File: config.mk
export PLATFORM = sky130hd
export DESIGN_NAME = rgbc_out_fifo
export DESIGN_NICKNAME = d
export VERILOG_FILES = /design/src/hdl/rgbc_pkg.sv /design/src/hdl/rgbc_out_fifo.sv
export SDC_FILE = /design/constraint.sdc
export NUM_CORES = 1
export LEC_CHECK = 0
export ABC_AREA = 1
export BUFFER_PORTS_ARGS = -buffer_cell sky130_fd_sc_hd__buf_2
export CELL_PAD_IN_SITES_DETAIL_PLACEMENT = 2
export CELL_PAD_IN_SITES_GLOBAL_PLACEMENT = 2
export CORE_UTILIZATION = 35
export CTS_CLUSTER_SIZE = 10
export DETAILED_ROUTE_END_ITERATION = 6
export HOLD_SLACK_MARGIN = 0.05
export PLACE_DENSITY_LB_ADDON = 0.08
export SETUP_SLACK_MARGIN = 0.1
export SKIP_CTS_REPAIR_TIMING = 1
export SLEW_MARGIN = 40
export SYNTH_ARGS = -nofsm -noshare
export SYNTH_HDL_FRONTEND = slang
export SYNTH_SLANG_ARGS = --single-unit
File: constraint.sdc
create_clock -name clk -period 5.8 [get_ports clk]
set_input_delay 0 -clock clk [delete_from_list [all_inputs] [get_ports clk]]
set_output_delay 0 -clock clk [all_outputs]
set_load 0.01 [all_outputs]
File: src/hdl/rgbc_pkg.sv
package rgbc_pkg;

  localparam int MAX_WIDTH  = 1024;
  localparam int COL_W      = $clog2(MAX_WIDTH);
  localparam int WID_W      = 11;
  localparam int HGT_W      = 12;
  localparam int ROW_W      = HGT_W + 1;
  localparam int CH_W       = 8;
  localparam int PIX_W      = 3 * CH_W;
  localparam int LINE_W     = 2 * PIX_W;
  localparam int COEF_BITS  = 16;
  localparam int COEF_FRAC  = 12;
  localparam int KERNEL_W   = 3 * COEF_BITS;
  localparam int PROD_W     = CH_W + 1 + COEF_BITS;
  localparam int RSUM_W     = PROD_W + 2;
  localparam int TSUM_W     = PROD_W + 4;
  localparam int QUOT_W     = TSUM_W - 1 - COEF_FRAC;
  localparam int FIFO_DEPTH = 8;
  localparam int FIFO_AW    = $clog2(FIFO_DEPTH);
  localparam int CRED_W     = FIFO_AW + 1;
  localparam int CFG_IDX_W  = 3;

  localparam logic [WID_W-1:0]    WIDTH_RESET  = 11'd640;
  localparam logic [HGT_W-1:0]    HEIGHT_RESET = 12'd480;
  // 0.1 in Q4.12 in each of the three slots
  localparam logic [KERNEL_W-1:0] KERNEL_RESET = 48'h019A_019A_019A;

  typedef logic [COL_W-1:0]   col_t;
  typedef logic [WID_W-1:0]   wid_t;
  typedef logic [HGT_W-1:0]   hgt_t;
  typedef logic [ROW_W-1:0]   row_t;
  typedef logic [PIX_W-1:0]   pix_t;
  typedef logic [LINE_W-1:0]  line_t;
  typedef logic [CRED_W-1:0]  cred_t;
  typedef logic [FIFO_AW-1:0] fptr_t;

  typedef logic [8:0][PIX_W-1:0]     nbhd_t;
  typedef logic [8:0][COEF_BITS-1:0] kernel_t;

  typedef enum logic [CFG_IDX_W-1:0] {
    CFG_IMAGE_WIDTH   = 3'd0,
    CFG_IMAGE_HEIGHT  = 3'd1,
    CFG_KERNEL_TOP    = 3'd2,
    CFG_KERNEL_MIDDLE = 3'd3,
    CFG_KERNEL_BOTTOM = 3'd4
  } cfg_idx_t;

  typedef struct packed {
    logic [CH_W-1:0] red_in;
    logic [CH_W-1:0] green_in;
    logic [CH_W-1:0] blue_in;
    logic            flush;
  } pix_in_t;

  typedef struct packed {
    logic [CH_W-1:0] red_out;
    logic [CH_W-1:0] green_out;
    logic [CH_W-1:0] blue_out;
    logic            frame_end;
  } pix_out_t;

  // control traveling with an item into the window stage
  typedef struct packed {
    logic valid;
    logic emit;
    logic pend;
    logic pad_left;
    logic pad_right;
    logic pad_top;
    logic pad_bot;
    logic last;
  } win_ctl_t;

  // control traveling with a neighborhood through the MAC pipe
  typedef struct packed {
    logic valid;
    logic last;
  } mac_ctl_t;

endpackage

File: src/hdl/rgbc_out_fifo.sv
module rgbc_out_fifo (
  input  logic               clk,
  input  logic               rst_n,
  input  logic               push,
  input  rgbc_pkg::pix_out_t push_data,
  input  logic               pop,
  output logic               valid,
  output rgbc_pkg::pix_out_t data
);

  rgbc_pkg::pix_out_t mem_r [rgbc_pkg::FIFO_DEPTH];
  rgbc_pkg::fptr_t    wr_ptr_r;
  rgbc_pkg::fptr_t    rd_ptr_r;
  rgbc_pkg::cred_t    cnt_r;

  always_ff @(posedge clk) begin
    if (push) begin
      mem_r[wr_ptr_r] <= push_data;
    end
  end

  always_ff @(posedge clk) begin
    if (!rst_n) begin
      wr_ptr_r <= '0;
      rd_ptr_r <= '0;
      cnt_r    <= '0;
    end else begin
      if (push) begin
        wr_ptr_r <= wr_ptr_r + 1'b1;
      end
      if (pop) begin
        rd_ptr_r <= rd_ptr_r + 1'b1;
      end
      if (push && !pop) begin
        cnt_r <= cnt_r + 1'b1;
      end else if (pop && !push) begin
        cnt_r <= cnt_r - 1'b1;
      end
    end
  end

  assign valid = (cnt_r != '0);
  assign data  = mem_r[rd_ptr_r];

endmodule

==> qor.yml <==
outcome:
  outcome: "finished, final reports clean"
global_routing:
  grt_pass1_vias: 6449
  grt_overflow: 0
  grt_start_max_net_pins: 101
  antenna_found_initial: 0
  track_usage_pct: 18.8
  grt_pass1_wl_um: 36400
setup_path:
  worstPathRequired_ps: 5800
  arrival_ps: 2630
  worstSetupPathType: "reg -> out"
  cp-start-kind: "register"
  path_max_fanout: 60
  endpoint_kind: "output pin"
synth:
  yosysWarnings: 0
  synth_largest_area_cell: "edfxtp_1"
  yosysSeqAreaShare_pct: 72.7
  synth_top_area_share_pct: 69.7
  synth.net_count: 786
  postSynthAreaPerCell_um2: 11.5
  synthesis.area_mm2: 0.00861
  yosys_register_bits: 213
  synthDistinctLibCells: 22
  syn_inst: 751
  netlist_top_cells_area: "edfxtp_1 70%, nor2_1 9.5%, nand2_1 6.1%"
route:
  wl_um: 23100
  drtAntennaViolNets: 0
  drc: 0
  avgRoutedWirePerCell_um: 19.7
  routed_via_density: 4.97
  drt_first_pass_iters: 4
  num_vias: 5829
  drt-initial-drc-count: 234
floorplanning:
  die_y_um: 159
  coreArea_mm2: 0.0242
  io_pins: 55
  fp.dieW_um: 159
  die-area_mm2: 0.0252
  initial_core_util_pct: 35.5
  rows: 57
sta:
  max_slew.worst_pin.slew_ps: 814
  tns_ps: 0
  fin_worst_skew_ps: 9.86
  final.min_clock_period_ps: 2630
  finalSetupViolCount: 0
  final_max_slew_viol_count: 0
  finalHoldViolCount: 0
  rsz0062_at_grt: "false"
  relSlewSlack_pct: 45.7
  min_period_over_period_pct: 45.4
  max_freq_ghz: 0.380
cells_and_area:
  drive_gt1_share_pct: 12.6
  insertedDiodeCount: 0
  syn2layout_area_growth_pct: 17.9
  nNetsFinal: 872
  final_util_pct: 41.9
power_and_ir_drop:
  clkPwrFrac_pct: 39.2
  peakVddDrop_mv: 0.174
  power.leakage_uw: 0.00377
  power_density_mw_per_mm2: 343
  power.internal_uw: 2630
  sequentialPowerShare_pct: 49.9
  p_comb_share_pct: 11.0
  swShare_pct: 24.4
  switchingPower_uw: 849
placement:
  gp_routability_congestion: 0.741
  post-dp-hpwl_um: 12700
  port_buffers: 54
clocking:
  cts_tree: "yes"
  clockRootBuffer: "clkbuf_16"
  cts.htree.levels: 1
  path_clk_slew_ps: 60
  clk_path_buf_depth: 3
  clk-insertion-delay-late_ps: 520
  cts_buffers: 25
  cts_sinks: 213
job:
  cap_violations: 0
min_path:
  hp-class: "in -> reg"
power by group through the flow:
stage	Sequential, uW	Clock [uW]	Combinational (uW)
finish	1740	1360	382
global route	1740	1460	435
floorplan	1770	0	239
global placement	1770	0	355
CTS	1740	1420	377
detailed placement	1770	0	374
cell type report:
cell class / instances / area [um^2]
Clock buffer: 37 / 671
Fill cell: 2504 / 14100
Multi-Input combinational cell: 486 / 2070
Inverter: 15 / 60.1
Timing Repair Buffer: 96 / 664
Tap cell: 324 / 405
Clock inverter: 3 / 16.3
Sequential cell: 213 / 6270
through the flow:
| stage | hold slack, ps | cell area (um^2) | setup WS, ps | cells | power (uW) |
|---|---|---|---|---|---|
| after floorplan | 98.9 | 8610 | 3670 | 751 | 2000 |
| after global placement | 266 | 9160 | 3490 | 1104 | 2120 |
| after detailed placement | 282 | 9170 | 3660 | 1104 | 2140 |
| after CTS | -265 | 9850 | 3110 | 1144 | 3530 |
| after global routing | 300 | 10200 | 2950 | 1174 | 3640 |
| final | 295 | 10200 | 3170 | 1174 | 3480 |
cells in the final DEF, fill, tap and decap left out:
cell / instances
nor2_2: 7
clkinv_2: 1
xnor2_1: 1
inv_2: 1
nand3_1: 4
or2_2: 2
buf_4: 11
clkinv_1: 2
buf_2: 54
dfxtp_2: 2
fa_1: 1
dlygate4sd3_1: 30
buf_6: 1
xor2_1: 1
nor2_4: 1
dfxtp_1: 11
inv_1: 12
o21ai_0: 71
edfxtp_1: 200
o21ai_1: 35
clkbuf_1: 12
inv_6: 1
clkbuf_16: 25
nand2_1: 141
inv_4: 1
ha_1: 5
nor2_1: 211
a21oi_1: 6
cell usage after synthesis, drive strengths merged:
master and count:
inv 15, nor2 219, a21oi 6, buf 28
or2 2, nand2 141, o21ai 106, dfxtp 13
xor2 1, edfxtp 200, nand3 4, clkbuf 9
xnor2 1, ha 5, fa 1
registers in the layout (all words and copies together), names as in the netlist, named ones only:
| signal | flops |
|---|---|
| mem_r | 200 |
| cnt_r | 4 |
| rd_ptr_r | 3 |
| wr_ptr_r | 3 |
worst max-delay path, stage by stage, from the launching register on:
cell,delay [ps]
dfxtp_2,360
clkinv_2,470
buf_4,540
o21ai_0,300
nand2_1,80
nand2_1,60
nand2_1,100
buf_2,150
cells by family (layout without fill, tap and decap cells):
kind of cell             Yosys count  in the layout  synth area share (%)
flip-flops                       213            213                  72.7
buffers and inverters             52            151                  3.53
AND/OR/NAND/NOR                  366            366                  16.1
AO/OA/AOI/OAI                    112            112                  6.51
adder cells (fa/ha/maj)            6              6                 0.959
XOR/XNOR                           2              2                 0.203
worst paths after layout:
kind	start	to	slack (ps)	cells past startpoint
min	push_data[7]	mem_r[5][7]	290	2
min reg2reg	wr_ptr_r[0]	wr_ptr_r[0]	500	2
max	register	data[24]	3170	7
max reg2reg	wr_ptr_r[0]	mem_r[2][16]	3730	3
routing by layer:
layer  up-vias  share of wire (%)  GRT usage [%]
met5         -                  0              0
met4         0                1.9           4.55
met3        33                2.6           2.72
met2        70                 51           33.9
met1      3008                 45           23.5
li1       2718                  -              -
Power figures use the tool's default switching activity.
