File: src/hdl/rgbc_pkg.sv
package rgbc_pkg;

  localparam int MAX_WIDTH  = 1024;
  localparam int COL_W      = $clog2(MAX_WIDTH);
  localparam int WID_W      = 11;
  localparam int HGT_W      = 12;
  localparam int ROW_W      = HGT_W + 1;
  localparam int CH_W       = 8;
  localparam int PIX_W      = 3 * CH_W;
  localparam int LINE_W     = 2 * PIX_W;
  localparam int COEF_BITS  = 16;
  localparam int COEF_FRAC  = 12;
  localparam int KERNEL_W   = 3 * COEF_BITS;
  localparam int PROD_W     = CH_W + 1 + COEF_BITS;
  localparam int RSUM_W     = PROD_W + 2;
  localparam int TSUM_W     = PROD_W + 4;
  localparam int QUOT_W     = TSUM_W - 1 - COEF_FRAC;
  localparam int FIFO_DEPTH = 8;
  localparam int FIFO_AW    = $clog2(FIFO_DEPTH);
  localparam int CRED_W     = FIFO_AW + 1;
  localparam int CFG_IDX_W  = 3;

  localparam logic [WID_W-1:0]    WIDTH_RESET  = 11'd640;
  localparam logic [HGT_W-1:0]    HEIGHT_RESET = 12'd480;
  // 0.1 in Q4.12 in each of the three slots
  localparam logic [KERNEL_W-1:0] KERNEL_RESET = 48'h019A_019A_019A;

  typedef logic [COL_W-1:0]   col_t;
  typedef logic [WID_W-1:0]   wid_t;
  typedef logic [HGT_W-1:0]   hgt_t;
  typedef logic [ROW_W-1:0]   row_t;
  typedef logic [PIX_W-1:0]   pix_t;
  typedef logic [LINE_W-1:0]  line_t;
  typedef logic [CRED_W-1:0]  cred_t;
  typedef logic [FIFO_AW-1:0] fptr_t;

  typedef logic [8:0][PIX_W-1:0]     nbhd_t;
  typedef logic [8:0][COEF_BITS-1:0] kernel_t;

  typedef enum logic [CFG_IDX_W-1:0] {
    CFG_IMAGE_WIDTH   = 3'd0,
    CFG_IMAGE_HEIGHT  = 3'd1,
    CFG_KERNEL_TOP    = 3'd2,
    CFG_KERNEL_MIDDLE = 3'd3,
    CFG_KERNEL_BOTTOM = 3'd4
  } cfg_idx_t;

  typedef struct packed {
    logic [CH_W-1:0] red_in;
    logic [CH_W-1:0] green_in;
    logic [CH_W-1:0] blue_in;
    logic            flush;
  } pix_in_t;

  typedef struct packed {
    logic [CH_W-1:0] red_out;
    logic [CH_W-1:0] green_out;
    logic [CH_W-1:0] blue_out;
    logic            frame_end;
  } pix_out_t;

  // control traveling with an item into the window stage
  typedef struct packed {
    logic valid;
    logic emit;
    logic pend;
    logic pad_left;
    logic pad_right;
    logic pad_top;
    logic pad_bot;
    logic last;
  } win_ctl_t;

  // control traveling with a neighborhood through the MAC pipe
  typedef struct packed {
    logic valid;
    logic last;
  } mac_ctl_t;

endpackage

File: src/hdl/rgbc_window.sv
module rgbc_window (
  input  logic               clk,
  input  logic               rst_n,
  input  rgbc_pkg::win_ctl_t ctl,
  input  rgbc_pkg::pix_t     pix,
  input  rgbc_pkg::pix_t     top,
  input  rgbc_pkg::pix_t     mid,
  output rgbc_pkg::nbhd_t    nb,
  output rgbc_pkg::mac_ctl_t nb_ctl
);

  rgbc_pkg::nbhd_t    win_r;
  rgbc_pkg::nbhd_t    win_nxt;
  rgbc_pkg::nbhd_t    sel;
  rgbc_pkg::nbhd_t    nb_r;
  rgbc_pkg::mac_ctl_t nb_ctl_r;

  always_comb begin
    for (int y = 0; y < 3; y++) begin
      win_nxt[y*3+0] = win_r[y*3+1];
      win_nxt[y*3+1] = win_r[y*3+2];
    end
    win_nxt[2] = top;
    win_nxt[5] = mid;
    win_nxt[8] = pix;

    // pending center = last pixel of a row, taken before the shift
    if (ctl.pend) begin
      for (int y = 0; y < 3; y++) begin
        sel[y*3+0] = win_r[y*3+1];
        sel[y*3+1] = win_r[y*3+2];
        sel[y*3+2] = '0;
      end
    end else begin
      sel = win_nxt;
    end

    if (ctl.pad_left) begin
      sel[0] = '0; sel[3] = '0; sel[6] = '0;
    end
    if (ctl.pad_right) begin
      sel[2] = '0; sel[5] = '0; sel[8] = '0;
    end
    if (ctl.pad_top) begin
      sel[0] = '0; sel[1] = '0; sel[2] = '0;
    end
    if (ctl.pad_bot) begin
      sel[6] = '0; sel[7] = '0; sel[8] = '0;
    end
  end

  always_ff @(posedge clk) begin
    if (!rst_n) begin
      win_r    <= '0;
      nb_ctl_r <= '0;
    end else begin
      if (ctl.valid) begin
        win_r <= win_nxt;
      end
      nb_ctl_r.valid <= ctl.valid && ctl.emit;
      nb_ctl_r.last  <= ctl.last;
    end
  end

  always_ff @(posedge clk) begin
    nb_r <= sel;
  end

  assign nb     = nb_r;
  assign nb_ctl = nb_ctl_r;

endmodule

File: config.mk
export PLATFORM = sky130hd
export DESIGN_NAME = rgbc_window
export DESIGN_NICKNAME = d
export VERILOG_FILES = /design/src/hdl/rgbc_pkg.sv /design/src/hdl/rgbc_window.sv
export SDC_FILE = /design/constraint.sdc
export NUM_CORES = 1
export LEC_CHECK = 0
export ABC_AREA = 1
export BUFFER_PORTS_ARGS = -buffer_cell sky130_fd_sc_hd__buf_4
export CORE_MARGIN = 2
export CORE_UTILIZATION = 45
export DETAILED_ROUTE_END_ITERATION = 16
export GPL_TIMING_DRIVEN = 0
export HOLD_SLACK_MARGIN = 0.02
export PLACE_DENSITY = 0.68
export SYNTH_ARGS = -nofsm -noshare
export SYNTH_HDL_FRONTEND = slang
export SYNTH_SLANG_ARGS = --single-unit
File: constraint.sdc
create_clock -name clk -period 1.4 [get_ports clk]
set_clock_uncertainty 0.15 [all_clocks]
set_input_delay 0.07 -clock clk [delete_from_list [all_inputs] [get_ports clk]]
set_output_delay 0.07 -clock clk [all_outputs]
set_load 0.05 [all_outputs]
==> impl_metrics.json, run 1 <==
{
  "die_w_um": 163,
  "p_int_mw": 17.8,
  "crit_path_end": "nb[26]$_SDFF_PP0_",
  "fin_crit_ns": 1.33,
  "antenna_left": 0,
  "cts_tree": "built",
  "num-nets-final": 1958,
  "place_inst": 2049,
  "relSlewSlack": 0.650,
  "synth.distinct_cells": 9,
  "grt_pass1_wl_um": 45900,
  "path_cells": "inv_1 -> nor2_1 -> dlygate4sd3_1",
  "yosysWarnings": 0,
  "r2r_slack_ns": 0.07,
  "dpl.hpwl_um": 20200,
  "syn-mean-instance-area_um2": 8.01,
  "overflow": 0,
  "hold_class": "in -> reg",
  "pwr-share-seq": 0.464,
  "reg2reg_depth": 3,
  "dr_total_vias": 9541,
  "final_util": 0.658,
  "layout_commonest_cell": "nor2_1",
  "syn_nets": 1507,
  "n_fill_cell": 2108,
  "cts_buffers": 37,
  "die_h_um": 163,
  "worst_pin_slew_ns": 0.525,
  "status": "complete, no violations",
  "power_density_nw_per_um2": 1450,
  "yosysSeqAreaShare": 0.635,
  "clk_pin_slew_worst_paths_ns": 0.06,
  "worstPathArrival_ns": 1.63,
  "ctsResizeCount": 0,
  "drtIter0Drc": 389,
  "startpoint": "win_nxt[26]$_SDFFE_PN0P_",
  "cp_max_fo": 2,
  "fin_crit_sh": 0.951,
  "drtPass1Iterations": 5,
  "cp.depth": 3,
  "clk_latency_ns": 0.51,
  "syn_area_um2": 11400,
  "syn2layout_area_growth_pct": 44.2,
  "ys_ff_latch": 362,
  "postCtsSetupBuffers": 0,
  "cts_buffer_depth": 3,
  "slew_viol_final": 0,
  "p_leak_nw": 8.42,
  "avgViaCountPerCell": 4.27,
  "initial_core_util": 0.456,
  "netSwitchingFraction": 0.252,
  "critPathLaunchType": "flip-flop",
  "critical-path-top-delay-family": "buffers and inverters",
  "slowest_delay_ns": 0.58,
  "ios": 300,
  "p_clk_frac": 0.413,
  "clock_sinks": 362,
  "rr_startpoint": "win_nxt[26]$_SDFFE_PN0P_",
  "std_cell_rows": 58,
  "slowest_stage": "dlygate4sd3_1",
  "p_comb_frac": 0.123,
  "critPathBufInv": 2,
  "maxCapViolCount": 0,
  "place_congestion": 0.814,
  "cp-end-kind": "flip-flop",
  "antenna_found_initial": 0,
  "drive_gt1_frac": 0.220,
  "peakVddDrop_mv": 0.944,
  "synthCells": 1425,
  "final_cells": 2233,
  "timing.fmax_mhz": 751,
  "finalHoldViolations": 0,
  "wirelength_um": 29700,
  "grt_pass1_vias": 9299,
  "remaining_drc_errors": 0,
  "seqCellArea_um2": 7250,
  "final_cell_mix": "481 x nor2_1, 362 x dfxtp_1, 308 x buf_4, 293 x nand2_1, 221 x inv_1",
  "netSwitchingPower_mw": 6.00,
  "rsz0062_at_grt": "false",
  "multi_input_area_um2": 2910,
  "dieArea_um2": 26700,
  "diodes": 0,
  "core-area_um2": 25000,
  "finalPower_mw": 23.8,
  "grt_max_degree": 15,
  "setup_viol": 0,
  "crit_type": "reg -> reg",
  "cts_htree_levels": 2,
  "routedWlPerCell_um": 13.3,
  "rr_endpoint": "nb[26]$_SDFF_PP0_",
  "track_usage": 0.218,
  "portBuffers": 294,
  "cts_root_buf": "clkbuf_16",
  "required_ns": 1.70
}
[worst min path at each step]
stage / start / endpoint / depth (start not counted) / slack, ns
CTS: ctl[5] / nb[215]$_SDFF_PP0_ / 4 / 0.02
global route: ctl[5] / nb[50]$_SDFF_PP0_ / 4 / 0.06
finish: ctl[5] / nb[49]$_SDFF_PP0_ / 4 / 0.02
detailed placement: ctl[0] / nb_ctl[0]$_SDFF_PN0_ / 3 / 0.12
floorplan: ctl[0] / nb_ctl[0]$_SDFF_PN0_ / 2 / 0.02
global placement: ctl[0] / nb_ctl[0]$_SDFF_PN0_ / 3 / 0.11
[stage by stage]
step                      setup slack (ns)  setup TNS (ns)  cell area [um^2]  hold slack (ns)
after global placement              -0.156          -0.674             14000            0.105
final                               0.0691               0             16500           0.0189
after CTS                          0.00656               0             16500           0.0237
after floorplan                      0.483               0             11400           0.0176
after global routing                0.0110               0             16500           0.0614
after detailed placement            -0.177           -1.13             14000            0.124
[state kept, by name (all words and copies together), names as in the netlist]
| signal | cells |
|---|---|
| nb | 216 |
| nb_ctl | 2 |
| win_nxt | 144 |
[power groups by stage]
stage          registers (mW)  clock network [mW]  logic (mW)
2_1_floorplan            12.1                   0       0.941
3_3_place_gp             11.3                   0        2.63
3_5_place_dp             11.3                   0        2.65
4_1_cts                  11.1                10.0        2.93
5_1_grt                  11.1                10.5        3.17
6_report                 11.1                9.84        2.92
[layer usage]
metal  global-route usage  wire, um  up-vias
met5                    0         0        -
met4               0.0720       731        0
met3               0.0648      2280       51
met2                0.381     14400      284
met1                0.256     12400     4259
li1                     -         -     4947
[worst register-to-register path, delay by kind of cell, from the launching register on]
kind	cells	cell delay (ns)
buffers and inverters	2	0.64
and+or+nand+nor	1	0.13
DFF	1	0.34
[cell type report]
| cell class | count | share of cell area |
|---|---|---|
| tap | 330 | 0.0251 |
| clock buffer | 51 | 0.0675 |
| buffer | 67 | 0.0262 |
| timing repair buffer | 412 | 0.206 |
| sequential | 362 | 0.440 |
| clock inverter | 15 | 0.00813 |
| multi-input combinational | 775 | 0.177 |
| inverter | 221 | 0.0504 |
[kinds of logic (layout without fill, tap and decap cells)]
group         after synthesis  after routing  share of synthesized area
flops                     362            362                      0.635
buf+inv                   288            766                      0.110
simple gates              775            775                      0.255
[Yosys cell counts]
| master | n | share of area |
|---|---|---|
| inv_1 | 221 | 0.073 |
| and3_1 | 1 | 0.00055 |
| nor2_1 | 481 | 0.16 |
| clkbuf_1 | 6 | 0.0020 |
| nand2_1 | 293 | 0.096 |
| buf_4 | 14 | 0.0092 |
| buf_6 | 11 | 0.011 |
| dfxtp_1 | 362 | 0.63 |
| buf_2 | 36 | 0.016 |
[repair_timing]
item	4_1_cts	5_1_grt
setup endpoints to repair	0	24
endpoints found under the hold margin	266	2
hold buffers	117	2
(Power assumes the default switching activity.)
==> run 2, diff against run 1 <==
--- a/config.mk
+++ b/config.mk
@@ -7,12 +7,14 @@
 export LEC_CHECK = 0
 export ABC_AREA = 1
 export BUFFER_PORTS_ARGS = -buffer_cell sky130_fd_sc_hd__buf_4
+export CELL_PAD_IN_SITES_DETAIL_PLACEMENT = 0
+export CELL_PAD_IN_SITES_GLOBAL_PLACEMENT = 2
 export CORE_MARGIN = 2
-export CORE_UTILIZATION = 45
+export CORE_UTILIZATION = 32
 export DETAILED_ROUTE_END_ITERATION = 16
 export GPL_TIMING_DRIVEN = 0
 export HOLD_SLACK_MARGIN = 0.02
-export PLACE_DENSITY = 0.68
+export PLACE_DENSITY = 0.82
 export SYNTH_ARGS = -nofsm -noshare
 export SYNTH_HDL_FRONTEND = slang
 export SYNTH_SLANG_ARGS = --single-unit
==> run 2 against run 1 <==
  * Flip-flop and latch count stayed put
  * Via count fell by 0.93%
  * Count of clock-buffer cells in the layout is 5 higher
  * Cell area grew 0.96%
  * Sequential share of layout area fell by 0.42 points
  * Global-route usage fell by 5.0 points
==> impl_metrics.json, run 2 (synthesized netlist as in run 1, its figures left out) <==
{
  "status": "complete, no violations",
  "portBuffers": 294,
  "dieArea_um2": 37200,
  "antenna_left": 0,
  "place_inst": 2180,
  "rsz0062_at_grt": "true",
  "holdPathEnd": "nb[28]$_SDFF_PP0_",
  "whs_ns": 0.0412,
  "wirelength_um": 32000,
  "ios": 300,
  "final_cells": 2365,
  "hold_class": "in -> reg",
  "core-area_um2": 35400,
  "path_common_cell": "nor2_1",
  "worstPathArrival_ns": 1.64,
  "relSlewSlack": 0.641,
  "cp_max_fo": 6,
  "antenna_found_initial": 0,
  "largest_register_ffs": 216,
  "dr_total_vias": 9452,
  "setup_viol": 0,
  "pwr-share-seq": 0.464,
  "cts_buffers": 40,
  "cts_root_buf": "clkbuf_16",
  "maxCapViolCount": 0,
  "fin_crit_sh": 0.957,
  "clock_sinks": 362,
  "slew_viol_final": 0,
  "diodes": 0,
  "layout_commonest_cell": "nor2_1",
  "die_h_um": 193,
  "p_int_mw": 17.7,
  "reg2reg_depth": 3,
  "drtPass1Iterations": 5,
  "crit_type": "in -> reg",
  "hold_depth": 3,
  "drtIter0Drc": 263,
  "cts_htree_levels": 2,
  "final_cell_mix": "481 x nor2_1, 362 x dfxtp_1, 308 x buf_4, 293 x nand2_1, 221 x inv_1",
  "syn2layout_area_growth_pct": 45.6,
  "place_congestion": 0.767,
  "routedWlPerCell_um": 13.5,
  "dpl.hpwl_um": 22500,
  "drive_gt1_frac": 0.218,
  "netSwitchingFraction": 0.259,
  "p_leak_nw": 8.43,
  "critPathLaunchType": "input pin",
  "initial_core_util": 0.323,
  "cp-end-kind": "flip-flop",
  "worst_pin_slew_ns": 0.539,
  "required_ns": 1.70,
  "num-nets-final": 1960,
  "power_density_nw_per_um2": 1430,
  "peakVddDrop_mv": 0.877,
  "overflow": 0,
  "std_cell_rows": 69,
  "critPathBufInv": 2,
  "critical-path-top-delay-family": "simple AND/OR/NAND/NOR gates",
  "path_cells": "buf_4 -> nor2_1 -> nand2_1 -> nor2_1 -> dlygate4sd3_1",
  "grt_pass1_vias": 9349,
  "timing.fmax_mhz": 746,
  "netSwitchingPower_mw": 6.18,
  "slowest_delay_ns": 0.56,
  "p_comb_frac": 0.123,
  "cts_buffer_depth": 3,
  "remaining_drc_errors": 0,
  "finalHoldViolations": 0,
  "postCtsSetupBuffers": 0,
  "grt_max_degree": 14,
  "r2r_slack_ns": 0.15,
  "die_w_um": 193,
  "rr_endpoint": "nb[191]$_SDFF_PP0_",
  "track_usage": 0.168,
  "rr_startpoint": "win_nxt[191]$_SDFFE_PN0P_",
  "cts_tree": "built",
  "grt_pass1_wl_um": 48700,
  "clk_latency_ns": 0.53,
  "clk_pin_slew_worst_paths_ns": 0.06,
  "hold_path_startpoint": "ctl[2]",
  "avgViaCountPerCell": 4.00,
  "fin_crit_ns": 1.34,
  "slowest_stage": "dlygate4sd3_1",
  "p_clk_frac": 0.414
}
-- run 2: changes by cell type in the layout (fill, tap and decap cells not counted), sizes merged --
cell	change
bufinv	-2
dlygate4sd3	-1
buf	-4
clkinv	+1
clkinvlp	-2
clkbuf	+9
-- run 2: how the worst max path moves through the flow --
stage                     startpoint                         to  slack (ns)  cells after the start
after floorplan               ctl[7]    win_nxt[0]$_SDFFE_PN0P_        0.48                      5
after detailed placement      ctl[3]         nb[124]$_SDFF_PP0_       -0.18                      5
after global routing          ctl[3]         nb[192]$_SDFF_PP0_       -0.02                      5
final                         ctl[3]         nb[215]$_SDFF_PP0_        0.06                      5
after global placement        ctl[3]         nb[131]$_SDFF_PP0_       -0.18                      5
after CTS                      rst_n  win_nxt[187]$_SDFFE_PN0P_        0.03                      5
-- run 2: per-layer routing --
layer | vias to the layer above | track usage | part of all wire
met3 | 53 | 0.0493 | 0.073
met2 | 231 | 0.285 | 0.46
met4 | 0 | 0.0469 | 0.023
li1 | 4953 | - | -
met5 | - | 0 | 0
met1 | 4215 | 0.209 | 0.45
-- run 2: worst reg2reg max path, cell delays in order, from the launching register on --
cell and delay [ns]:
dfxtp_1 0.31, inv_1 0.07, nor2_1 0.05, dlygate4sd3_1 0.56
-- run 2: area by class of cell --
| cell class | count | area, um^2 |
|---|---|---|
| clock inverter | 12 | 75.1 |
| multi-input combinational | 775 | 2910 |
| clock buffer | 56 | 1160 |
| buffer | 67 | 442 |
| fill | 3583 | 18800 |
| inverter | 221 | 830 |
| timing repair buffer | 411 | 3380 |
| tap | 461 | 577 |
| sequential | 362 | 7250 |
-- run 2: metrics by stage --
step / total power [mW] / instance area [um^2] / setup WS, ns / util / setup TNS [ns]
2_1_floorplan: 13.0 / 11400 / 0.483 / - / 0
3_3_place_gp: 14.0 / 14200 / -0.179 / 0.401 / -9.04
3_5_place_dp: 14.0 / 14200 / -0.177 / 0.401 / -8.74
4_1_cts: 24.2 / 16600 / 0.0294 / 0.469 / 0
5_1_grt: 24.8 / 16600 / -0.0210 / 0.470 / -0.0519
6_report: 23.8 / 16600 / 0.0600 / 0.470 / 0
-- run 2: power by group through the flow --
stage,Sequential (mW),Clock (mW),Combinational [mW]
2_1_floorplan,12.1,0,0.941
3_3_place_gp,11.3,0,2.70
3_5_place_dp,11.3,0,2.70
4_1_cts,11.1,10.2,2.96
5_1_grt,11.1,10.5,3.21
6_report,11.1,9.86,2.92
-- run 2: what timing repair did --
action / in CTS / in global routing
endpoints found under the hold margin: 266 / 4
gates resized for setup: 0 / 4
hold buffers: 117 / 1
endpoints found under the setup margin: 0 / 60
